==> src/hdl/ectc_pkg.sv <==
// Shared types and constants for the epoch seconds to calendar converter.
// Used by ectc_ctrl, ectc_dp and the top level epoch_seconds_to_calendar.
package ectc_pkg;

  // Divider operations, issued in this order
  localparam logic [1:0] OP_DAY  = 2'd0;  // count / 86400
  localparam logic [1:0] OP_WDAY = 2'd1;  // (days + 6) / 7
  localparam logic [1:0] OP_HOUR = 2'd2;  // tod / 3600
  localparam logic [1:0] OP_MIN  = 2'd3;  // rest / 60

  localparam int unsigned IDX_W    = 8;   // year index, covers spans up to 136 years
  localparam int unsigned DIVD_W   = 25;  // widest dividend (count[31:7])
  localparam int unsigned RECIP_W  = 26;  // widest reciprocal (day step)
  localparam int unsigned PROD_W   = DIVD_W + RECIP_W;
  localparam int unsigned DIVR_W   = 12;  // widest divisor (3600)
  localparam int unsigned QUO_W    = 16;  // widest quotient (days)

  // Reciprocal shifts: quotient = (dividend * recip) >> shift
  localparam int unsigned SH_DAY  = 35;
  localparam int unsigned SH_WDAY = 19;
  localparam int unsigned SH_HOUR = 29;
  localparam int unsigned SH_MIN  = 18;

  localparam logic [11:0] FIRST_YEAR   = 12'd2000;
  localparam logic [15:0] FIRST_WEEKDAY = 16'd6;
  localparam logic [3:0]  LAST_MONTH   = 4'd11;
  localparam logic [IDX_W-1:0] NONLEAP_CENTURY = IDX_W'(100);  // year 2100

  // Controller to datapath commands
  typedef struct packed {
    logic       accept;    // latch the input count
    logic [1:0] op;        // current divider operation
    logic       div_load;  // load dividend for op
    logic       div_mul;   // multiply dividend by reciprocal
    logic       div_cap;   // capture quotient and remainder for op
    logic       yr_init;   // clear year and month walk
    logic       yr_step;   // subtract year length, next year
    logic       mo_step;   // subtract month length, next month
    logic       set_err;   // count beyond span
    logic       publish;   // update result registers
  } ectc_cmd_t;

  // Datapath to controller status
  typedef struct packed {
    logic yr_over;  // index reached the end of the span
    logic yr_fit;   // remaining days lie inside the current year
    logic mo_fit;   // remaining days lie inside the current month
  } ectc_sts_t;

  // Divisor for each operation; the day step divides count[31:7] by 86400 / 128
  function automatic logic [DIVR_W-1:0] op_divisor(input logic [1:0] op);
    logic [DIVR_W-1:0] d;
    case (op)
      OP_DAY:  d = DIVR_W'(675);
      OP_WDAY: d = DIVR_W'(7);
      OP_HOUR: d = DIVR_W'(3600);
      OP_MIN:  d = DIVR_W'(60);
      default: d = DIVR_W'(1);
    endcase
    return d;
  endfunction

  // Rounded-up reciprocal per operation, exact over the dividend range of each
  function automatic logic [RECIP_W-1:0] op_recip(input logic [1:0] op);
    logic [RECIP_W-1:0] r;
    case (op)
      OP_DAY:  r = RECIP_W'(50903317);  // 2^35 / 675, 25-bit dividend
      OP_WDAY: r = RECIP_W'(74899);     // 2^19 / 7, 16-bit dividend
      OP_HOUR: r = RECIP_W'(149131);    // 2^29 / 3600, 17-bit dividend
      OP_MIN:  r = RECIP_W'(4370);      // 2^18 / 60, 12-bit dividend
      default: r = '0;
    endcase
    return r;
  endfunction

  // Month length, February depends on leap year
  function automatic logic [4:0] month_len(input logic [3:0] m, input logic leap);
    logic [4:0] l;
    case (m)
      4'd0, 4'd2, 4'd4, 4'd6, 4'd7, 4'd9, 4'd11: l = 5'd31;
      4'd3, 4'd5, 4'd8, 4'd10:                   l = 5'd30;
      4'd1:    l = leap ? 5'd29 : 5'd28;
      default: l = 5'd31;
    endcase
    return l;
  endfunction

endpackage

==> src/hdl/ectc_dp.sv <==
// Datapath of the calendar converter: shared reciprocal-multiplication
// divider, year and month walk, result registers. Depends on ectc_pkg.
module ectc_dp #(
  parameter int unsigned YEAR_SPAN = 100
) (
  input  logic                clk_i,
  input  logic                rst_ni,
  input  ectc_pkg::ectc_cmd_t cmd_i,
  output ectc_pkg::ectc_sts_t sts_o,
  input  logic [31:0]         seconds_count_i,
  output logic [11:0]         year_o,
  output logic [3:0]          month_o,
  output logic [4:0]          day_of_month_o,
  output logic [4:0]          hour_o,
  output logic [5:0]          minute_o,
  output logic [5:0]          second_o,
  output logic [2:0]          weekday_o,
  output logic                range_error_o
);
  import ectc_pkg::*;

  logic [31:0]        count_q;
  logic [DIVD_W-1:0]  divd_q;
  logic [PROD_W-1:0]  prod_q;
  logic [15:0]        days_q;
  logic [16:0]        tod_q;
  logic [11:0]        mrem_q;
  logic [2:0]         wday_q;
  logic [4:0]         hour_q;
  logic [5:0]         min_q, sec_q;
  logic [IDX_W-1:0]   idx_q;
  logic [3:0]         mon_q;
  logic               err_q;

  logic [DIVR_W-1:0]       divisor;
  logic [RECIP_W-1:0]      recip;
  logic [DIVD_W-1:0]       dividend;
  logic [QUO_W-1:0]        quo;
  logic [QUO_W+DIVR_W-1:0] qd;
  logic [QUO_W+DIVR_W-1:0] diff;
  logic [DIVR_W-1:0]       rem;
  logic [15:0]             days_wk;
  logic                    leap;
  logic [8:0]              ylen;
  logic [4:0]              mlen;

  assign divisor = op_divisor(cmd_i.op);
  assign recip   = op_recip(cmd_i.op);
  assign days_wk = days_q + FIRST_WEEKDAY;

  // Dividend for each operation; 86400 = 128 * 675, so the day step
  // divides count[31:7] and the low seven bits pass into time of day
  always_comb begin
    case (cmd_i.op)
      OP_DAY:  dividend = count_q[31:7];
      OP_WDAY: dividend = {9'b0, days_wk};
      OP_HOUR: dividend = {8'b0, tod_q};
      OP_MIN:  dividend = {13'b0, mrem_q};
      default: dividend = count_q[31:7];
    endcase
  end

  // Quotient from the upper product bits
  always_comb begin
    case (cmd_i.op)
      OP_DAY:  quo = prod_q[SH_DAY +: QUO_W];
      OP_WDAY: quo = prod_q[SH_WDAY +: QUO_W];
      OP_HOUR: quo = prod_q[SH_HOUR +: QUO_W];
      OP_MIN:  quo = prod_q[SH_MIN +: QUO_W];
      default: quo = prod_q[SH_DAY +: QUO_W];
    endcase
  end

  // Remainder = dividend - quotient * divisor
  assign qd   = {{DIVR_W{1'b0}}, quo} * {{QUO_W{1'b0}}, divisor};
  assign diff = {{(QUO_W+DIVR_W-DIVD_W){1'b0}}, divd_q} - qd;
  assign rem  = diff[DIVR_W-1:0];

  // Leap rule inside 2000..2135: every fourth year except 2100
  assign leap = (idx_q[1:0] == 2'b00) && (idx_q != NONLEAP_CENTURY);
  assign ylen = leap ? 9'd366 : 9'd365;
  assign mlen = month_len(mon_q, leap);

  assign sts_o.yr_over = (idx_q == IDX_W'(YEAR_SPAN));
  assign sts_o.yr_fit  = (days_q < {7'b0, ylen});
  assign sts_o.mo_fit  = (days_q < {11'b0, mlen}) || (mon_q == LAST_MONTH);

  // Working registers
  always_ff @(posedge clk_i) begin
    if (cmd_i.accept) begin
      count_q <= seconds_count_i;
    end
    if (cmd_i.div_load) begin
      divd_q <= dividend;
    end
    if (cmd_i.div_mul) begin
      prod_q <= {{RECIP_W{1'b0}}, divd_q} * {{DIVD_W{1'b0}}, recip};
    end
    if (cmd_i.div_cap) begin
      case (cmd_i.op)
        OP_DAY: begin
          days_q <= quo;
          tod_q  <= {rem[9:0], count_q[6:0]};
        end
        OP_WDAY: begin
          wday_q <= rem[2:0];
        end
        OP_HOUR: begin
          hour_q <= quo[4:0];
          mrem_q <= rem;
        end
        OP_MIN: begin
          min_q <= quo[5:0];
          sec_q <= rem[5:0];
        end
        default: begin
          days_q <= days_q;
        end
      endcase
    end else if (cmd_i.yr_step) begin
      days_q <= days_q - {7'b0, ylen};
    end else if (cmd_i.mo_step) begin
      days_q <= days_q - {11'b0, mlen};
    end
  end

  // Year and month walk counters
  always_ff @(posedge clk_i or negedge rst_ni) begin
    if (!rst_ni) begin
      idx_q <= '0;
      mon_q <= '0;
      err_q <= 1'b0;
    end else if (cmd_i.yr_init) begin
      idx_q <= '0;
      mon_q <= '0;
      err_q <= 1'b0;
    end else begin
      if (cmd_i.yr_step) begin
        idx_q <= idx_q + 1'b1;
      end
      if (cmd_i.mo_step) begin
        mon_q <= mon_q + 1'b1;
      end
      if (cmd_i.set_err) begin
        err_q <= 1'b1;
      end
    end
  end

  // Result registers, held until the next publish
  always_ff @(posedge clk_i) begin
    if (cmd_i.publish) begin
      year_o         <= err_q ? 12'd0 : FIRST_YEAR + {{(12-IDX_W){1'b0}}, idx_q};
      month_o        <= err_q ? 4'd0 : mon_q + 4'd1;
      day_of_month_o <= err_q ? 5'd0 : days_q[4:0] + 5'd1;
      hour_o         <= hour_q;
      minute_o       <= min_q;
      second_o       <= sec_q;
      weekday_o      <= wday_q;
      range_error_o  <= err_q;
    end
  end

endmodule

==> src/hdl/ectc_ctrl.sv <==
// Sequencer of the calendar converter: runs the four divisions, then the
// year and month walk, then publishes. Depends on ectc_pkg.
module ectc_ctrl (
  input  logic                clk_i,
  input  logic                rst_ni,
  input  logic                start,
  output logic                busy,
  output logic                valid_o,
  output ectc_pkg::ectc_cmd_t cmd_o,
  input  ectc_pkg::ectc_sts_t sts_i
);
  import ectc_pkg::*;

  localparam logic [2:0] S_IDLE  = 3'd0;
  localparam logic [2:0] S_LOAD  = 3'd1;
  localparam logic [2:0] S_MUL   = 3'd2;
  localparam logic [2:0] S_CAP   = 3'd3;
  localparam logic [2:0] S_YEAR  = 3'd4;
  localparam logic [2:0] S_MONTH = 3'd5;
  localparam logic [2:0] S_DONE  = 3'd6;

  logic [2:0] state_q, state_d;
  logic [1:0] op_q, op_d;
  logic       valid_q, valid_d;

  assign busy    = (state_q != S_IDLE);
  assign valid_o = valid_q;

  // Next state and commands
  always_comb begin
    state_d = state_q;
    op_d    = op_q;
    valid_d = 1'b0;
    cmd_o   = '0;
    cmd_o.op = op_q;
    case (state_q)
      S_IDLE: begin
        if (start) begin
          cmd_o.accept = 1'b1;
          op_d    = OP_DAY;
          state_d = S_LOAD;
        end
      end
      S_LOAD: begin
        cmd_o.div_load = 1'b1;
        state_d = S_MUL;
      end
      S_MUL: begin
        cmd_o.div_mul = 1'b1;
        state_d = S_CAP;
      end
      S_CAP: begin
        cmd_o.div_cap = 1'b1;
        if (op_q == OP_MIN) begin
          cmd_o.yr_init = 1'b1;
          state_d = S_YEAR;
        end else begin
          op_d    = op_q + 2'd1;
          state_d = S_LOAD;
        end
      end
      S_YEAR: begin
        if (sts_i.yr_over) begin
          cmd_o.set_err = 1'b1;
          state_d = S_DONE;
        end else if (sts_i.yr_fit) begin
          state_d = S_MONTH;
        end else begin
          cmd_o.yr_step = 1'b1;
        end
      end
      S_MONTH: begin
        if (sts_i.mo_fit) begin
          state_d = S_DONE;
        end else begin
          cmd_o.mo_step = 1'b1;
        end
      end
      S_DONE: begin
        cmd_o.publish = 1'b1;
        valid_d = 1'b1;
        state_d = S_IDLE;
      end
      default: begin
        state_d = S_IDLE;
      end
    endcase
  end

  always_ff @(posedge clk_i or negedge rst_ni) begin
    if (!rst_ni) begin
      state_q <= S_IDLE;
      op_q    <= OP_DAY;
      valid_q <= 1'b0;
    end else begin
      state_q <= state_d;
      op_q    <= op_d;
      valid_q <= valid_d;
    end
  end

endmodule

==> src/hdl/epoch_seconds_to_calendar.sv <==
// Converts seconds since 2000-01-01 00:00:00 into calendar date, time and
// weekday. The block takes a count when start is high and busy is low, and
// busy then stays high while it runs four divisions (by 86400, 7, 3600 and
// 60) by reciprocal multiplication, each a load, a multiply and a
// quotient/remainder capture, then the year and month walk, one year or
// month a cycle, up to YEAR_SPAN - 1 years and 11 months, then publishes.
// A count past the span walks YEAR_SPAN years and skips the month walk.
// The result appears for exactly one cycle with valid_o high, the first
// cycle with busy low, and the receiver cannot stall it; the result ports
// hold it until the next one.
// Counts past the last year of the span set range_error_o and give zero
// year, month and day; time of day and weekday stay valid.
// Depends on ectc_pkg, ectc_ctrl, ectc_dp.
module epoch_seconds_to_calendar #(
  parameter int unsigned YEAR_SPAN = 100
) (
  input  logic        clk_i,
  input  logic        rst_ni,
  input  logic        start,
  output logic        busy,
  input  logic [31:0] seconds_count_i,
  output logic        valid_o,
  output logic [11:0] year_o,
  output logic [3:0]  month_o,
  output logic [4:0]  day_of_month_o,
  output logic [4:0]  hour_o,
  output logic [5:0]  minute_o,
  output logic [5:0]  second_o,
  output logic [2:0]  weekday_o,
  output logic        range_error_o
);
  import ectc_pkg::*;

  ectc_cmd_t cmd;
  ectc_sts_t sts;

  ectc_ctrl u_ctrl (
    .clk_i   (clk_i),
    .rst_ni  (rst_ni),
    .start   (start),
    .busy    (busy),
    .valid_o (valid_o),
    .cmd_o   (cmd),
    .sts_i   (sts)
  );

  ectc_dp #(
    .YEAR_SPAN (YEAR_SPAN)
  ) u_dp (
    .clk_i           (clk_i),
    .rst_ni          (rst_ni),
    .cmd_i           (cmd),
    .sts_o           (sts),
    .seconds_count_i (seconds_count_i),
    .year_o          (year_o),
    .month_o         (month_o),
    .day_of_month_o  (day_of_month_o),
    .hour_o          (hour_o),
    .minute_o        (minute_o),
    .second_o        (second_o),
    .weekday_o       (weekday_o),
    .range_error_o   (range_error_o)
  );

endmodule
==> config.mk <==
export PLATFORM = sky130hd
export DESIGN_NAME = epoch_seconds_to_calendar
export DESIGN_NICKNAME = d
export VERILOG_FILES = /design/src/hdl/ectc_pkg.sv /design/src/hdl/ectc_dp.sv /design/src/hdl/ectc_ctrl.sv /design/src/hdl/epoch_seconds_to_calendar.sv
export SDC_FILE = /design/constraint.sdc
export NUM_CORES = 1
export LEC_CHECK = 0
export BUFFER_PORTS_ARGS = -buffer_cell sky130_fd_sc_hd__buf_2
export CELL_PAD_IN_SITES_DETAIL_PLACEMENT = 1
export CELL_PAD_IN_SITES_GLOBAL_PLACEMENT = 1
export CORE_MARGIN = 1
export CORE_UTILIZATION = 46
export DETAILED_ROUTE_END_ITERATION = 8
export PLACE_DENSITY_LB_ADDON = 0.25
export SETUP_SLACK_MARGIN = 0.05
export SYNTH_ARGS = -nofsm -noshare
export SYNTH_HDL_FRONTEND = slang
export SYNTH_SLANG_ARGS = --single-unit
==> constraint.sdc <==
create_clock -name clk_i -period 12.5 [get_ports clk_i]
set_clock_uncertainty 0.2 [all_clocks]
set_input_delay 0.625 -clock clk_i [delete_from_list [all_inputs] [get_ports clk_i]]
set_output_delay 0.625 -clock clk_i [all_outputs]
set_load 0.02 [all_outputs]
==> impl_metrics.csv <==
group,metric,value,unit
global_route,grt_pass1_vias,21035,
detailed_routing,vias_per_cell,5.39,
cts,clk_pin_slew_worst_paths,0.07,ns
detailed_routing,vias,18643,
layout,fin_nets,3468,
detailed_routing,wire_per_inst,23.3,um
die,fp-row-count,88,
critical_path,start_kind,"flip-flop",
timing,finalSetupViolations,0,
detailed_routing,drtPass1Iterations,8,
critical_path,critPathKind,"flip-flop to flip-flop",
critical_path,crit_path_end_kind,"flip-flop",
timing,hold_viol,0,
placement,place_ws,3.37,ns
placement,dpl.cell_count,3415,
critical_path,arrival,9.33,ns
pwr,p_leak,14.5,nW
timing,relSlewSlack,26.0,%
timing,tightestPinTransition,1.11,ns
flow_run,drv_cap,0,
critical_path,r2r-end,"u_dp.prod_q[41]",
timing,max_freq,108,MHz
cts,postCtsResizedCells,0,
layout,syn_to_final_growth,7.28,%
die,coreArea,57900,um^2
timing,holdWs,0.0381,ns
status,status,"finished clean",
critical_path,cp_cell_sequence,"inv_1 > ha_1 > buf_4 > nand2_1 > fa_1 > inv_1 > fa_1 > inv_1 > fa_1 > inv_1 > fa_1 > ha_1 > fa_1 > fa_1 > ha_1 > a21oi_1 > nand3_1 > a211oi_2 > nor3_1 > o32a_1 > a2111o_1 > a221o_1 > a21oi_2 > xnor2_1",
pwr,power_density,50.2,nW/um^2
die,die_y,245,um
critical_path,path_max_fanout,25,
critical_path,crit_top_cell,"fa_1",
critical_path,r2r_start,"u_ctrl.op_q[1]",
layout,drive_gt1_share,5.53,%
critical_path,worstRegToRegCells,24,
global_route,grt_pass1_wl,124,mm
hold_path,worstHoldPathCells,1,
yosys,yosys_warnings,0,
die,start_util,46.8,%
yosys,synth_cell_type_count,64,
yosys,synth-seq-cells,215,
cts,cts_buffers,24,
global_route,track_usage,27.7,%
timing,fin_crit_sh,73.9,%
critical_path,rrSetupSlack,3.26,ns
layout,layoutNonFillerInstCount,3460,
die,ioPinCount,79,
die,die_w,245,um
cts,cts_buffer_depth,3,
critical_path,slowest_stage,"ha_1",
critical_path,path_buf_inv,5,
global_route,grt_max_degree,62,
detailed_routing,ant_nets,0,
timing,fin_crit,9.24,ns
timing,setup_ws,3.26,ns
yosys,syn_nets,3421,
cts,cts_htree_levels,1,
yosys,synthCells,2630,
global_route,grt_overflow,0,
detailed_routing,drcViolationCount,0,
cts,root_buffer,"clkbuf_16",
yosys,synthArstFlopShare,8.84,%
yosys,syn_area_per_cell,10.3,um^2
placement,numPortBuffers,78,
cts,clock_latency,0.56,ns
timing,rsz0062_at_grt,"false",
critical_path,cp.required,12.60,ns
yosys,synth_edf_count,196,
pwr,vdd_drop_max,97.5,uV
hold_path,min-delay-start,"seconds_count_i[25]",
layout,diodes,0,
cts,cts_num_sinks,215,
yosys,mappedNetlistArea,27100,um^2
yosys,ys.flop_type,"edfxtp_1",
timing,slew_violations,0,
placement,gp_congestion,0.982,
detailed_routing,routed_wl,80.4,mm
timing,final.setup.tns,0,ns
layout,layout_commonest_cell,"inv_1",
die,die_area,59800,um^2
hold_path,hold_path_class,"input pin to flip-flop",
critical_path,cp_top_family,"adder cells",
hold_path,min_to,"u_dp.count_q[25]",
placement,dp.final_hpwl,65.5,mm
global_route,antenna_found_initial,1,
yosys,yosysSeqAreaShare,23.5,%
critical_path,max_stage_delay,0.76,ns
detailed_routing,first_iter_violations,1089,
cts,cts_tree,"built",
layout,layout_common_cells,"inv_1 (645), fa_1 (407), ha_1 (347), edfxtp_1 (196), nand2_1 (172)",
[report_power, final]
group / switching (W) / total [W] / internal (W) / leakage (nW)
clock: 0.000302 / 0.000676 / 0.000374 / 0.350
sequential: 0 / 0.000775 / 0.000775 / 1.95
combinational: 0.00000416 / 0.00000819 / 0.00000402 / 12.2
[what timing repair did]
action                                 4_1_cts  5_1_grt
endpoints found under the hold margin       19        0
hold buffers                                 1        0
setup buffers                                0        0
[layout make-up]
type,instances,area [um^2]
Clock inverter,16,119
Sequential cell,215,6360
Multi-Input combinational cell,1690,18000
Tap cell,765,957
Inverter,646,2420
Clock buffer,28,616
Fill cell,6476,28900
Timing Repair Buffer,100,558
[worst max-delay path by stage]
stage                              start               to  slack, ns  cells after the start
after floorplan           u_ctrl.op_q[0]  u_dp.prod_q[41]       4.14                     27
after global placement    u_ctrl.op_q[1]  u_dp.prod_q[41]       3.63                     23
after detailed placement  u_ctrl.op_q[1]  u_dp.prod_q[41]       3.37                     23
after CTS                 u_ctrl.op_q[1]  u_dp.prod_q[41]       3.35                     23
after global routing      u_ctrl.op_q[1]  u_dp.prod_q[41]       2.98                     23
final                     u_ctrl.op_q[1]  u_dp.prod_q[41]       3.26                     24
[registers in the layout, summed over array words and instances (netlist names), 4 cells and up]
register and cells:
u_dp.mon_q 4, u_dp.hour_o 5, u_dp.tod_q 17, u_dp.month_o 4, u_dp.sec_q 6, u_dp.hour_q 5, u_dp.second_o 6, u_dp.prod_q 33
u_dp.days_q 16, u_dp.year_o 11, u_dp.divd_q 25, u_dp.count_q 32, u_dp.mrem_q 12, u_dp.minute_o 6, u_dp.idx_q 8, u_dp.day_of_month_o 5
u_dp.min_q 6
[cell families after synthesis]
family | count (synthesis) | synth area share, %
XOR/XNOR | 109 | 3.53
flip-flops | 215 | 23.5
buffers and inverters | 725 | 10.1
adder cells (fa/ha/maj) | 756 | 46.2
multiplexers | 14 | 0.545
AND/OR/NAND/NOR | 560 | 9.97
AO/OA/AOI/OAI | 251 | 6.17
[per-stage QoR]
step | area, um^2 | utilization, % | power [W]
floorplan | 27100 | - | 0.000790
global placement | 28300 | 48.9 | 0.000797
detailed placement | 28300 | 48.9 | 0.000798
CTS | 29000 | 50.2 | 0.00147
global route | 29000 | 50.2 | 0.00149
finish | 29000 | 50.2 | 0.00146
[synth_stat cells, drive strengths merged (4+ instances only)]
master	count	share of area, %
nand3	21	0.39
a21oi	77	1.5
dfrtp	19	1.8
and3	12	0.28
nor2b	63	1.5
nor3b	5	0.14
nor2	137	1.9
nor3	21	0.39
nand2	172	2.4
o21bai	15	0.42
a222oi	22	0.81
mux2	6	0.25
xor2	34	1.1
mux2i	8	0.30
and2	66	1.5
clkbuf	70	0.98
a22oi	13	0.36
xnor2	75	2.4
o21ai	48	0.89
a21o	25	0.69
nand2b	34	0.79
nand4	10	0.23
inv	646	9.0
a211oi	5	0.16
fa	407	30
o211ai	5	0.14
or3	6	0.14
edfxtp	196	22
a31oi	5	0.12
o21a	9	0.25
nor4	4	0.092
ha	349	16
buf	9	0.14
[layer usage]
layer	GRT usage (%)	vias to the layer above	routed length, um
met5	0	-	0
met4	11.1	0	3610
met3	2.23	163	2910
met2	48.0	450	39800
met1	35.8	9670	34200
li1	-	8360	-
No activity file was read; power rests on OpenSTA's default activity.
